[src/rtl/fvc_pkg.sv]
// ----------------------------------------------------------------------------
// fvc_pkg
// shared constants, codes and control types of the valid-mode fir filter
// ----------------------------------------------------------------------------
`default_nettype none

package fvc_pkg;

  // default build of the filter
  localparam int unsigned DEF_MAX_TAPS    = 15;
  localparam int unsigned DEF_SAMPLE_BITS = 16;
  localparam int unsigned DEF_COEF_BITS   = 16;

  // width of the filtered result as seen on the port
  localparam int unsigned RESULT_BITS = 35;

  // entries in the queue between front and back
  localparam int unsigned QUEUE_DEPTH = 2;

  // configuration registers
  localparam int unsigned CFG_INDEX_BITS  = 1;
  localparam int unsigned RESET_TAP_COUNT = 3;

  typedef enum logic [CFG_INDEX_BITS-1:0] {
    REG_TAP_COUNT = 1'b0,
    REG_SYMMETRIC = 1'b1
  } cfg_reg_t;

  // item function codes
  typedef enum logic {
    FUNC_SAMPLE    = 1'b0,
    FUNC_COEF_LOAD = 1'b1
  } func_t;

  // back-side occupancy seen by the front
  typedef struct packed {
    logic queue_full;
    logic queue_empty;
    logic head_busy;
  } flow_t;

endpackage

`default_nettype wire

[src/rtl/fvc_front.sv]
// ----------------------------------------------------------------------------
// fvc_front
// accepts items, holds config, delay line and fill count, issues windows
// ----------------------------------------------------------------------------
`default_nettype none

module fvc_front
  import fvc_pkg::*;
#(
  parameter int unsigned MAX_TAPS    = DEF_MAX_TAPS,
  parameter int unsigned SAMPLE_BITS = DEF_SAMPLE_BITS,
  parameter int unsigned COEF_BITS   = DEF_COEF_BITS
) (
  input  logic                                         clk,
  input  logic                                         rst,
  input  logic                                         item_valid,
  output logic                                         item_ready,
  input  logic                                         func,
  input  logic [((MAX_TAPS > 1) ? $clog2(MAX_TAPS) : 1)-1:0] coef_index,
  input  logic signed [((SAMPLE_BITS > COEF_BITS) ? SAMPLE_BITS : COEF_BITS)-1:0] value,
  input  logic                                         start_of_signal,
  input  logic                                         cfg_valid,
  output logic                                         cfg_ready,
  input  logic [CFG_INDEX_BITS-1:0]                    cfg_index,
  input  logic [$clog2(MAX_TAPS + 1)-1:0]              cfg_data,
  input  flow_t                                        flow,
  output logic                                         push,
  output logic [MAX_TAPS-1:0][SAMPLE_BITS-1:0]         window_next,
  output logic                                         coef_we,
  output logic [((MAX_TAPS > 1) ? $clog2(MAX_TAPS) : 1)-1:0] coef_waddr,
  output logic signed [COEF_BITS-1:0]                  coef_wdata,
  output logic [$clog2(MAX_TAPS + 1)-1:0]              taps,
  output logic                                         symmetric
);

  localparam int unsigned TAP_BITS = $clog2(MAX_TAPS + 1);
  localparam int unsigned IDX_BITS = (MAX_TAPS > 1) ? $clog2(MAX_TAPS) : 1;
  localparam logic [TAP_BITS-1:0] MAX_CNT   = TAP_BITS'(MAX_TAPS);
  localparam logic [IDX_BITS:0]   TAP_LIMIT = (IDX_BITS + 1)'(MAX_TAPS);

  logic [TAP_BITS-1:0]                 tap_count;
  logic                                symmetric_mode;
  logic [TAP_BITS-1:0]                 fill_count;
  logic [TAP_BITS-1:0]                 fill_base;
  logic [TAP_BITS-1:0]                 fill_next;
  logic [MAX_TAPS-1:0][SAMPLE_BITS-1:0] sample_window;
  logic                                is_sample;
  logic                                produce;
  logic                                accept;

  // clamp tap count into 1..MAX_TAPS
  always_comb begin
    priority if (tap_count == '0) begin
      taps = TAP_BITS'(1);
    end else if (tap_count > MAX_CNT) begin
      taps = MAX_CNT;
    end else begin
      taps = tap_count;
    end
  end

  assign symmetric = symmetric_mode;

  // fill count restarts on a start mark and saturates at the line depth
  always_comb begin
    fill_base = start_of_signal ? '0 : fill_count;
    fill_next = (fill_base < MAX_CNT) ? fill_base + TAP_BITS'(1) : fill_base;
    produce   = (fill_next >= taps);
    is_sample = (func == FUNC_SAMPLE);
  end

  // newest sample at position 0
  always_comb begin
    window_next[0] = value[SAMPLE_BITS-1:0];
    for (int k = 1; k < MAX_TAPS; k++) begin
      window_next[k] = sample_window[k-1];
    end
  end

  // coefficient loads wait until no queued window can see the store change
  assign item_ready = is_sample ? (!produce || !flow.queue_full)
                                : (flow.queue_empty && !flow.head_busy);
  assign accept     = item_valid && item_ready;
  assign push       = accept && is_sample && produce;
  assign coef_we    = accept && !is_sample && ({1'b0, coef_index} < TAP_LIMIT);
  assign coef_waddr = coef_index;
  assign coef_wdata = value[COEF_BITS-1:0];
  assign cfg_ready  = 1'b1;

  always_ff @(posedge clk) begin
    if (rst) begin
      fill_count     <= '0;
      tap_count      <= TAP_BITS'(RESET_TAP_COUNT);
      symmetric_mode <= 1'b0;
      sample_window  <= '0;
    end else begin
      if (accept && is_sample) begin
        fill_count    <= fill_next;
        sample_window <= window_next;
      end
      if (cfg_valid) begin
        unique case (cfg_reg_t'(cfg_index))
          REG_TAP_COUNT: tap_count      <= cfg_data;
          REG_SYMMETRIC: symmetric_mode <= cfg_data[0];
          default: ;
        endcase
      end
    end
  end

endmodule

`default_nettype wire

[config.mk]
export PLATFORM = sky130hd
export DESIGN_NAME = fvc_front
export DESIGN_NICKNAME = d
export VERILOG_FILES = /design/src/rtl/fvc_pkg.sv /design/src/rtl/fvc_front.sv
export SDC_FILE = /design/constraint.sdc
export NUM_CORES = 1
export LEC_CHECK = 0
export ABC_AREA = 1
export BUFFER_PORTS_ARGS = -buffer_cell sky130_fd_sc_hd__buf_4
export CORE_ASPECT_RATIO = 0.5
export CORE_MARGIN = 3
export CORE_UTILIZATION = 52
export DETAILED_ROUTE_END_ITERATION = 12
export PLACE_DENSITY_LB_ADDON = 0.08
export RECOVER_POWER = 100
export SYNTH_ARGS = -nofsm -noshare
export SYNTH_HDL_FRONTEND = slang
export SYNTH_SLANG_ARGS = --single-unit
[constraint.sdc]
create_clock -name clk -period 2.6 [get_ports clk]
set_clock_uncertainty 0.2 [all_clocks]
set_input_delay 0.26 -clock clk [delete_from_list [all_inputs] [get_ports clk]]
set_output_delay 0.26 -clock clk [all_outputs]
set_load 0.02 [all_outputs]
==> flow_summary.json <==
{
  "vias": 10781,
  "crit_required_ps": 2140,
  "io_pins": 303,
  "worst_slew_pin_slew_ps": 842,
  "cp-startpoint": "fill_count[0]$_SDFFE_PP0P_",
  "worstSetupEndpointType": "output port",
  "cts.sinks": 233,
  "synth_cells": 1552,
  "failed_checks": "setup timing",
  "grtUsageMet3_pct": 6.00,
  "slowest_delay_ps": 350,
  "max-cap-violations": 0,
  "die_w_microns": 202,
  "reg2reg_from": "fill_count[0]$_SDFFE_PP0P_",
  "synth.most_common_cell": "nand2_1",
  "drive_gt1_share_pct": 28.5,
  "grt_pass1_wl_mm": 44.6,
  "crit_path_end": "coef_we",
  "grt_usage_pct": 25.2,
  "busiest_layer": "met2",
  "fin_area_sq_um": 15800,
  "worst-path-max-fanout": 3,
  "ant_nets": 0,
  "crit_chain": "inv_2, nor2_4, buf_6, nand3_4, nor2_4, a21oi_2, ha_1, nand2_1, inv_1, nand2_2, nand3_4, buf_6, a21boi_4, nand2_1, nor2_1, buf_4",
  "pre_cts_slack_ps": -30.4,
  "dieHeight_microns": 104,
  "synth.area.top_cells": "dfxtp_1 47%, nand2_1 18%, nor2_1 17%",
  "synth_edf_count": 0,
  "synth_warnings": 0,
  "drt_wl_total_mm": 37.7,
  "relSlewSlack_pct": 43.9,
  "outcome": "complete, but fails checks",
  "fin_hold_ws_ps": 116,
  "fin_nets": 1941,
  "worstReg2RegEnd": "window_next[121]$_SDFFE_PP0P_",
  "grt_remaining_overflow": 0,
  "place_hpwl_mm": 17.7,
  "first_iter_violations": 708,
  "p_leak_nw": 7.71,
  "cts_buffer_depth": 3,
  "slowest_stage": "dfxtp_2",
  "p_total_mw": 9.66,
  "path_clk_slew_ps": 60,
  "syn-num-nets": 1590,
  "ys.flop_type": "dfxtp_1",
  "drc": 0,
  "clock_latency_ps": 510,
  "synth-async-reset-ratio_pct": 0,
  "cts_inserted_buffers": 22,
  "cp.depth": 16,
  "dieArea_sq_um": 21000,
  "use_met1_pct": 32.1,
  "rows": 35,
  "path_buf_inv": 5,
  "use_met2_pct": 43.3,
  "cts-htree-levels": 1,
  "cts_tree": "built",
  "place.gp.congestion": 0.801,
  "stdcell_count": 2177,
  "ys_types": 22,
  "synth_area_leader_cell": "dfxtp_1",
  "place_inst": 2024,
  "avgSynthCellArea_sq_um": 6.43,
  "initial_core_util_pct": 53.6,
  "drt-pass1-iter-count": 5,
  "synth_commonest_cells": "469 x nand2_1, 461 x nor2_1, 244 x inv_1",
  "hold_violations": 0,
  "syn2layout_area_growth_pct": 58.4,
  "root_buffer": "clkbuf_16",
  "avgRoutedWirePerCell_microns": 17.3,
  "cp_top_family": "simple AND/OR/NAND/NOR gates",
  "crit_type": "reg2out",
  "numPortBuffers": 301,
  "yosysSeqAreaShare_pct": 46.7,
  "ys_ff_latch": 233,
  "synth_top_area_share_pct": 46.7,
  "grt_pass1_vias": 8906,
  "grt_max_degree": 89,
  "fin_util_pct": 85.0,
  "r2r_cells": 20,
  "fmax_mhz": 324,
  "min_path_cells": 6,
  "slew_violations": 0,
  "min_period_ps": 3080,
  "power.density_nw_per_um2": 611,
  "num_antenna_cells": 0,
  "arrival_ps": 2620,
  "cp-start-kind": "flip-flop",
  "syn_area_sq_um": 9980,
  "setup_viol_count_final": 231,
  "place_area_sq_um": 12200,
  "post-route-period-util_pct": 119,
  "coreArea_sq_um": 18600,
  "fillers": 1207,
  "vias_per_cell": 4.95,
  "setup_tns_ps": -54640,
  "rsz0062_at_grt": "true",
  "r2r_slack_ps": -390,
  "antenna_found_initial": 0,
  "hold_class": "in2reg",
  "fin_ws_ps": -484,
  "max-vdd-ir-drop_mv": 0.484
}
==> cell families (layout without fill, tap and decap cells) <==
kind of cell	after synthesis	count (layout)	share of synthesized area, %
adders and majority gates	4	4	0.501
other	1	1	0.0376
buffers and inverters	360	726	16.3
and+or+nand+nor	938	938	35.5
DFF	233	233	46.7
AOI/OAI and AO/OA	16	16	0.928
==> sequential cells by signal, indices dropped and copies added, names as in the netlist <==
| signal | flops |
|---|---|
| fill_count | 4 |
| window_next | 224 |
| tap_count | 4 |
| symmetric | 1 |
==> worst min-delay path by stage <==
stage / start / to
after detailed placement: tap_count[0]$_SDFFE_PP1P_ / tap_count[0]$_SDFFE_PP1P_
final: start_of_signal / fill_count[1]$_SDFFE_PP0P_
after global routing: start_of_signal / fill_count[1]$_SDFFE_PP0P_
after global placement: symmetric$_SDFFE_PP0P_ / symmetric$_SDFFE_PP0P_
after floorplan: rst / symmetric$_SDFFE_PP0P_
after CTS: start_of_signal / fill_count[1]$_SDFFE_PP0P_
==> routing by layer <==
metal  vias up  share of wire (%)
met5         -                  0
met3       108                7.7
li1       5124                  -
met2       457                 49
met4         0                3.4
met1      5092                 39
==> final cells by class <==
cell class,instances,area [sq um],area share [%]
clock buffer,35,701,4.43
multi-input combinational,959,5290,33.5
inverter,245,922,5.83
sequential,233,4670,29.5
timing repair buffer,442,3890,24.6
clock inverter,4,20.0,0.127
tap,259,324,2.05
==> report_power, final <==
part           switching, mW  internal [mW]
combinational           1.39          0.927
clock                   1.43           1.85
sequential             0.256           3.81
total                   3.07           6.58
==> cells in the final DEF (no fill, tap or decap), types with 4 or more instances in the layout <==
master	n
dlygate4sd3_1	29
nand2_1	247
clkbuf_1	270
buf_4	38
nor2_2	84
buf_12	22
nor2_4	45
buf_8	19
clkinv_2	4
dfxtp_1	232
nor2_1	332
nand2_2	137
clkbuf_16	63
buf_6	10
inv_1	243
nand2_4	85
buf_16	17
clkbuf_8	8
ha_1	4
==> worst min-delay path, delay by kind of cell <==
kind | cells | cell delay, ps
AND/OR/NAND/NOR | 2 | 140
AO/OA/AOI/OAI | 2 | 170
buffers and inverters | 2 | 210
==> repair_timing <==
action / 4_1_cts / 5_1_grt
gates resized for setup: 87 / 501
setup buffers: 14 / 12
setup endpoints to repair: 16 / 231
gates cloned: 13 / 54
pin swaps: 13 / 147
endpoints found under the hold margin: 23 / 0
hold buffers: 29 / 0
Power figures use the tool's default switching activity.
