$ cat src/rtl/fvc_pkg.sv
// ----------------------------------------------------------------------------
// fvc_pkg
// shared constants, codes and control types of the valid-mode fir filter
// ----------------------------------------------------------------------------
`default_nettype none

package fvc_pkg;

  // default build of the filter
  localparam int unsigned DEF_MAX_TAPS    = 15;
  localparam int unsigned DEF_SAMPLE_BITS = 16;
  localparam int unsigned DEF_COEF_BITS   = 16;

  // width of the filtered result as seen on the port
  localparam int unsigned RESULT_BITS = 35;

  // entries in the queue between front and back
  localparam int unsigned QUEUE_DEPTH = 2;

  // configuration registers
  localparam int unsigned CFG_INDEX_BITS  = 1;
  localparam int unsigned RESET_TAP_COUNT = 3;

  typedef enum logic [CFG_INDEX_BITS-1:0] {
    REG_TAP_COUNT = 1'b0,
    REG_SYMMETRIC = 1'b1
  } cfg_reg_t;

  // item function codes
  typedef enum logic {
    FUNC_SAMPLE    = 1'b0,
    FUNC_COEF_LOAD = 1'b1
  } func_t;

  // back-side occupancy seen by the front
  typedef struct packed {
    logic queue_full;
    logic queue_empty;
    logic head_busy;
  } flow_t;

endpackage

`default_nettype wire

$ cat src/rtl/fvc_queue.sv
// ----------------------------------------------------------------------------
// fvc_queue
// short register queue of sample windows between front and back
// ----------------------------------------------------------------------------
`default_nettype none

module fvc_queue
  import fvc_pkg::*;
#(
  parameter int unsigned WIDTH = DEF_MAX_TAPS * DEF_SAMPLE_BITS
) (
  input  logic             clk,
  input  logic             rst,
  input  logic             push,
  input  logic [WIDTH-1:0] wdata,
  input  logic             pop,
  output logic [WIDTH-1:0] rdata,
  output logic             empty,
  output logic             full
);

  localparam int unsigned PTR_BITS = (QUEUE_DEPTH > 1) ? $clog2(QUEUE_DEPTH) : 1;
  localparam int unsigned CNT_BITS = $clog2(QUEUE_DEPTH + 1);
  localparam logic [PTR_BITS-1:0] LAST_PTR  = PTR_BITS'(QUEUE_DEPTH - 1);
  localparam logic [CNT_BITS-1:0] FULL_CNT  = CNT_BITS'(QUEUE_DEPTH);

  logic [WIDTH-1:0]    entries [QUEUE_DEPTH];
  logic [PTR_BITS-1:0] wr_ptr;
  logic [PTR_BITS-1:0] rd_ptr;
  logic [CNT_BITS-1:0] count;

  assign rdata = entries[rd_ptr];
  assign empty = (count == '0);
  assign full  = (count == FULL_CNT);

  always_ff @(posedge clk) begin
    if (push) begin
      entries[wr_ptr] <= wdata;
    end
  end

  always_ff @(posedge clk) begin
    if (rst) begin
      wr_ptr <= '0;
      rd_ptr <= '0;
      count  <= '0;
    end else begin
      if (push) begin
        wr_ptr <= (wr_ptr == LAST_PTR) ? '0 : wr_ptr + PTR_BITS'(1);
      end
      if (pop) begin
        rd_ptr <= (rd_ptr == LAST_PTR) ? '0 : rd_ptr + PTR_BITS'(1);
      end
      unique case ({push, pop})
        2'b10:   count <= count + CNT_BITS'(1);
        2'b01:   count <= count - CNT_BITS'(1);
        default: count <= count;
      endcase
    end
  end

endmodule

`default_nettype wire

$ cat config.mk
export PLATFORM = sky130hd
export DESIGN_NAME = fvc_queue
export DESIGN_NICKNAME = d
export VERILOG_FILES = /design/src/rtl/fvc_pkg.sv /design/src/rtl/fvc_queue.sv
export SDC_FILE = /design/constraint.sdc
export NUM_CORES = 1
export LEC_CHECK = 0
export ABC_CLOCK_PERIOD_IN_PS = 18250
export BUFFER_PORTS_ARGS = -buffer_cell sky130_fd_sc_hd__clkbuf_2
export CAP_MARGIN = 20
export CORE_ASPECT_RATIO = 0.5
export CORE_UTILIZATION = 57
export CTS_CLUSTER_DIAMETER = 30
export CTS_CLUSTER_SIZE = 28
export DETAILED_ROUTE_END_ITERATION = 10
export PLACE_DENSITY = 0.94
export SLEW_MARGIN = 20
export SYNTH_ARGS = -nofsm -noshare
export SYNTH_HDL_FRONTEND = slang
export SYNTH_SLANG_ARGS = --single-unit
$ cat constraint.sdc
create_clock -name clk -period 18.25 [get_ports clk]
set_input_delay 0.9125 -clock clk [delete_from_list [all_inputs] [get_ports clk]]
set_output_delay 0.9125 -clock clk [all_outputs]
set_load 0.005 [all_outputs]
==> results of run 1 <==
## routing by layer
layer	share of wire, %	vias to the layer above	wire length [µm]	track usage, %
li1	-	4134	-	-
met1	35	4768	14500	26.3
met2	55	412	22600	43.9
met3	5.1	131	2070	4.73
met4	4.8	0	1950	12.2
met5	0	-	0	0
## worst reg2reg max path, cell delays in order (launching register included)
cell and delay (ns):
dfxtp_1 0.42, and2_4 0.29, buf_6 0.60, buf_4 1.01
## layout make-up
type | count | area share (%)
repair buffers | 494 | 11.0
inverters | 1 | 0.0164
well taps | 432 | 2.37
diodes | 5 | 0.0548
clock buffers | 50 | 5.39
flip-flops and latches | 485 | 63.6
clock inverters | 39 | 1.95
multi-input cells | 256 | 15.6
## logic make-up (layout without fill, tap and decap cells)
| family | count (synthesis) | after routing |
|---|---|---|
| DFF | 485 | 485 |
| muxes | 240 | 240 |
| and+or+nand+nor | 9 | 9 |
| other | 0 | 5 |
| buffers and inverters | 28 | 584 |
| adders and majority gates | 1 | 1 |
| AOI/OAI and AO/OA | 2 | 2 |
| xor gates and xnor gates | 4 | 4 |
## power by group through the flow
stage / clock network [W] / registers [W] / logic [W]
after floorplan: 0 / 0.00136 / 0.000166
after global placement: 0 / 0.00134 / 0.000271
after detailed placement: 0 / 0.00135 / 0.000282
after CTS: 0.00104 / 0.00133 / 0.000285
after global routing: 0.00109 / 0.00133 / 0.000298
final: 0.00102 / 0.00133 / 0.000283
## cells in the final DEF (no fill, tap or decap)
master and n:
o21ai_0 1, buf_6 1, mux2_4 200, clkinv_2 4, clkbuf_16 49, dfxtp_4 1
clkinv_8 3, and2b_2 1, nor2_1 5, bufinv_16 4, inv_8 5, inv_1 1
clkbuf_2 485, buf_4 7, clkinvlp_4 4, or3_1 1, clkinv_4 7, and2_4 1
a21oi_1 1, xnor2_1 3, inv_6 10, inv_12 1, clkinv_1 1, diode_2 5
clkbuf_1 1, buf_12 1, edfxtp_1 480, ha_1 1, xor2_1 1, nor2_4 1
dfxtp_1 4, mux2_2 40
## how the worst max path moves through the flow
stage | end | slack [ns] | cells after the start
floorplan | entries[0][0]$_DFFE_PP_ | 6.38 | 2
global placement | rdata[39] | 14.54 | 4
detailed placement | rdata[109] | 14.41 | 4
CTS | rdata[105] | 13.79 | 4
global route | rdata[105] | 13.68 | 4
finish | rdata[105] | 13.81 | 4
## stage by stage
| step | setup slack, ns | hold WS [ns] | instances | util (%) | total power, W |
|---|---|---|---|---|---|
| after detailed placement | 14.41 | 0.507 | 1668 | 66.8 | 0.00163 |
| after global routing | 13.68 | 0.511 | 1761 | 72.1 | 0.00271 |
| after global placement | 14.54 | 0.488 | 1668 | 66.8 | 0.00161 |
| after CTS | 13.79 | 0.504 | 1757 | 72.1 | 0.00266 |
| final | 13.81 | 0.529 | 1762 | 72.1 | 0.00263 |
| after floorplan | 6.38 | 0.461 | 769 | - | 0.00152 |
## registers in the layout, summed over array words and instances (netlist names), named ones only
signal / count
entries: 480
wr_ptr: 1
rd_ptr: 1
count: 2
==> results.py, run 1 <==
metrics = {
    "placed_design": {
        "io_buffers": 485,
        "dpl_cell_area_mm2": 0.0211,
        "dp_hpwl_um": 28200,
        "routabilityCongestion": 0.883,
    },
    "detailed_routing": {
        "dr.pass1.iters": 7,
        "drt-total-wl_um": 41000,
        "drt-wirelength-per-cell_um": 23.3,
        "vias_per_cell": 5.36,
        "drc": 0,
        "antenna_left": 0,
        "drt_iter0_drc": 665,
        "num_vias": 9445,
    },
    "worst_setup_path": {
        "cp_max_fo": 49,
        "r2r_slack_ns": 15.43,
        "cpMostUsedCell": "buf_4",
        "worstRegToRegCells": 3,
        "crit_path_end_kind": "primary output",
        "r2r_start": "wr_ptr$_SDFFE_PP0P_",
        "start_kind": "flip-flop",
        "crit_path_max_incr_delay_ns": 0.90,
        "cp_num_buf_inv": 3,
        "worst_ep_arrival_time_ns": 3.53,
        "cp.required_ns": 17.34,
        "crit_family": "buffers and inverters",
        "crit_chain": "buf_4, buf_4, mux2_4, clkbuf_2",
        "crit_path_top_delay_cell": "dfxtp_4",
        "r2r-end": "entries[1][94]$_DFFE_PP_",
        "critPathKind": "flip-flop to primary output",
    },
    "yosys": {
        "ys_seq_area_share_pct": 79.1,
        "synth_compound_area_share_pct": 0.0546,
        "synth_area_mm2": 0.0183,
        "yosys_warnings": 0,
        "synth-xor-area-share_pct": 0.191,
        "synth.area.top_cells": "edfxtp_1, mux2_4, mux2_2",
        "ys_ff_latch": 485,
        "async_reset_ff_share_pct": 0,
        "ys_types": 16,
        "syn_avg_cell_area_um2": 23.9,
        "synth_edf_count": 480,
        "yosys.area.top_type": "edfxtp_1",
        "syn-num-nets": 1014,
        "yosys.area_share.simple_pct": 0.239,
        "synth.most_common_cell": "edfxtp_1",
        "syn_inst": 769,
        "synthMuxAreaShare_pct": 18.8,
        "synthTopCellsByCount": "edfxtp_1, mux2_4, mux2_2, buf_6, nor2_1",
        "synth.top_cell.area_share_pct": 78.6,
        "synth_top_family_by_area": "multiplexers",
        "synth-adder-area-share_pct": 0.0682,
        "synth_ff_type": "edfxtp_1",
    },
    "sta": {
        "max_freq_mhz": 225,
        "setup_violations": 0,
        "fin_crit_ns": 4.44,
        "max_slew.worst_pin.slew_ns": 1.13,
        "relSlewSlack_pct": 24.7,
        "finalMaxSlewViolations": 0,
        "fin_worst_skew_ns": 0.0247,
        "fin_setup_tns_ns": 0,
        "rsz0062_at_grt": "no",
        "hold_violations": 0,
        "min_period_over_period_pct": 24.3,
    },
    "clock_tree": {
        "cts-root-buf": "clkbuf_16",
        "cts.repair.resized": 0,
        "postCtsSetupRepairBufs": 0,
        "cts-htree-levels": 2,
        "cts_tree": "done",
        "clock_path_buffers": 3,
        "clock_latency_ns": 0.56,
        "hold_buffers": 0,
        "clkTransAtPathRegs_ns": 0.07,
        "cts_buffers": 48,
        "cts.sinks": 485,
    },
    "power": {
        "internal-power_w": 0.00202,
        "seq_power_share_pct": 50.3,
        "p_leak_nw": 9.12,
        "netSwitchingFraction_pct": 23.3,
        "clkPwrFrac_pct": 38.9,
        "p_per_area_mw_per_mm2": 115,
        "peakVddDrop_v": 0.0000782,
        "pwr-share-comb_pct": 10.7,
        "p_switching_w": 0.000613,
    },
    "floorplan": {
        "core_mm2": 0.0317,
        "dieArea_mm2": 0.0329,
        "ios": 486,
        "start_util_pct": 58.0,
        "rows": 46,
        "die_y_um": 129,
        "die_w_um": 256,
    },
    "min_path": {
        "worstHoldPathType": "flip-flop to flip-flop",
        "worstHoldPathCells": 2,
        "worstHoldStart": "rd_ptr$_SDFFE_PP0P_",
    },
    "layout": {
        "syn_to_final_growth_pct": 24.4,
        "seqCellArea_mm2": 0.0145,
        "fin_nets": 1531,
        "drive_gt1_share_pct": 62.3,
        "fill_cells": 1930,
        "postLayoutCellArea_mm2": 0.0228,
        "multi_input_area_mm2": 0.00356,
    },
    "global_routing": {
        "grt_pass1_wl_um": 57500,
        "grt_overflow": 0,
        "grt_max_degree": 175,
        "grt_pass1_vias": 9679,
        "track_usage_pct": 23.7,
        "antenna_found_initial": 4,
    },
    "run": {
        "maxCapViolations": 0,
    },
    "outcome": {
        "status": "finished clean",
    },
}
Power figures use the tool's default switching activity.
==> run 2, diff against run 1 <==
ABC_CLOCK_PERIOD_IN_PS = 3720   (was 18250)
CORE_UTILIZATION = 47   (was 57)
PLACE_DENSITY = 0.84   (was 0.94)
clock period = 3.72 ns   (was 18.25 ns; I/O delays follow)
==> results.py, run 2 (synthesis results as in run 1) <==
metrics = {
    "power": {
        "clkPwrFrac_pct": 40.9,
        "internal-power_w": 0.0106,
        "pwr-share-comb_pct": 12.0,
        "peakVddDrop_v": 0.000361,
        "netSwitchingFraction_pct": 23.6,
        "p_leak_nw": 10.3,
        "p_per_area_mw_per_mm2": 538,
        "p_switching_w": 0.00327,
        "seq_power_share_pct": 47.1,
    },
    "clock_tree": {
        "cts-root-buf": "clkbuf_16",
        "clock_path_buffers": 3,
        "cts.repair.resized": 0,
        "cts_tree": "done",
        "clock_latency_ns": 0.57,
        "cts_buffers": 55,
        "cts.sinks": 485,
        "clkTransAtPathRegs_ns": 0.07,
        "cts-htree-levels": 2,
    },
    "floorplan": {
        "die_w_um": 281,
        "dieArea_mm2": 0.0399,
        "start_util_pct": 48.4,
        "ios": 486,
        "core_mm2": 0.0379,
        "die_y_um": 142,
        "rows": 50,
    },
    "outcome": {
        "status": "finished clean",
    },
    "worst_setup_path": {
        "crit_path_max_incr_delay_ns": 0.88,
        "crit_path_end_kind": "primary output",
        "worst_ep_arrival_time_ns": 2.47,
        "cp_num_buf_inv": 2,
        "r2r_start": "wr_ptr$_SDFFE_PP0P_",
        "crit_path_top_delay_cell": "dfxtp_4",
        "crit_family": "flip-flops",
        "cp_max_fo": 57,
        "start_kind": "flip-flop",
        "r2r_slack_ns": 1.74,
        "cp.required_ns": 3.53,
        "crit_chain": "buf_12, mux2_4, clkbuf_2",
        "critPathKind": "flip-flop to primary output",
    },
    "sta": {
        "setup_violations": 0,
        "max_freq_mhz": 377,
        "max_slew.worst_pin.slew_ns": 0.817,
        "finalMaxSlewViolations": 0,
        "relSlewSlack_pct": 45.6,
        "min_period_over_period_pct": 71.3,
        "fin_worst_skew_ns": 0.0297,
        "fin_crit_ns": 2.65,
        "fin_setup_tns_ns": 0,
        "setup_ws_ns": 1.07,
        "hold_violations": 0,
        "rsz0062_at_grt": "no",
    },
    "min_path": {
        "worstHoldStart": "wdata[166]",
        "worstHoldPathType": "primary input to flip-flop",
    },
    "global_routing": {
        "grt_pass1_wl_um": 70000,
        "grt_overflow": 0,
        "grt_max_degree": 120,
        "antenna_found_initial": 10,
        "track_usage_pct": 23.8,
        "grt_pass1_vias": 11592,
    },
    "layout": {
        "largest_register": "entries",
        "post-route-util_pct": 67.9,
        "final_cells": 2116,
        "syn_to_final_growth_pct": 40.3,
        "largestRegisters": "entries: 480 flops, count: 2 flops",
        "final_cell_mix": "clkbuf_2, edfxtp_1, dlygate4sd3_1, mux2_4, clkbuf_16",
        "final_common_cell": "clkbuf_2",
        "fill_cells": 2405,
        "fin_nets": 1789,
        "drive_gt1_share_pct": 52.9,
        "largest_reg_flops": 480,
    },
    "run": {
        "maxCapViolations": 0,
    },
    "detailed_routing": {
        "num_vias": 10718,
        "drt_iter0_drc": 743,
        "drt-total-wl_um": 48700,
        "dr.pass1.iters": 5,
        "drt-wirelength-per-cell_um": 23.0,
        "vias_per_cell": 5.07,
        "antenna_left": 0,
        "drc": 0,
    },
    "placed_design": {
        "dp_slack_ns": 1.68,
        "placed_cells_incl_taps": 1763,
        "dp_hpwl_um": 30200,
        "io_buffers": 485,
        "routabilityCongestion": 0.882,
    },
}
==> run 2: final cells by class <==
class,count,area (µm²),area share [%]
repair buffers,745,5080,19.7
clock buffers,57,1380,5.38
well taps,520,651,2.53
clock inverters,43,517,2.01
multi-input cells,256,3560,13.8
inverters,1,3.75,0.0146
flip-flops and latches,485,14500,56.4
diodes,9,22.5,0.0875
==> run 2: path summary, 6_finish.rpt <==
check	end	cells after the start
worst max-delay path	rdata[55]	3
worst min-delay path	entries[0][166]$_DFFE_PP_	2
worst max register to register	entries[1][23]$_DFFE_PP_	2
worst min register to register	count[1]$_SDFFE_PP0P_	2
==> run 2: timing repair <==
| item | CTS | global route |
|---|---|---|
| endpoints found under the hold margin | 485 | 0 |
| hold buffers | 244 | 0 |
| setup buffers | 0 | 0 |
==> run 2: power groups by stage <==
stage                     registers [W]  clock network (W)  logic, W
after global routing            0.00654            0.00600   0.00174
after global placement          0.00660                  0   0.00136
after floorplan                 0.00659                  0  0.000814
after CTS                       0.00651            0.00565   0.00164
after detailed placement        0.00663                  0   0.00141
final                           0.00652            0.00566   0.00166
==> run 2: through the flow <==
stage / instance area (µm²) / hold slack, ns / total power, W
finish: 25700 / 0.353 / 0.0138
global route: 25700 / 0.324 / 0.0143
CTS: 25700 / 0.318 / 0.0138
detailed placement: 21400 / 0.379 / 0.00803
global placement: 21400 / 0.375 / 0.00796
floorplan: 18400 / 0.251 / 0.00740
==> run 2: layer usage <==
metal | track usage, % | share of wire (%) | vias up
li1 | - | - | 4639
met1 | 24.7 | 34 | 5483
met2 | 46.0 | 57 | 428
met3 | 4.23 | 4.3 | 166
met4 | 12.1 | 5.0 | 2
met5 | 0 | 0.023 | -
==> run 2: worst reg2reg max path: stages, from the launching register on <==
cell     delay [ns]
dfxtp_2        0.38
and2_4         0.62
buf_4          0.57
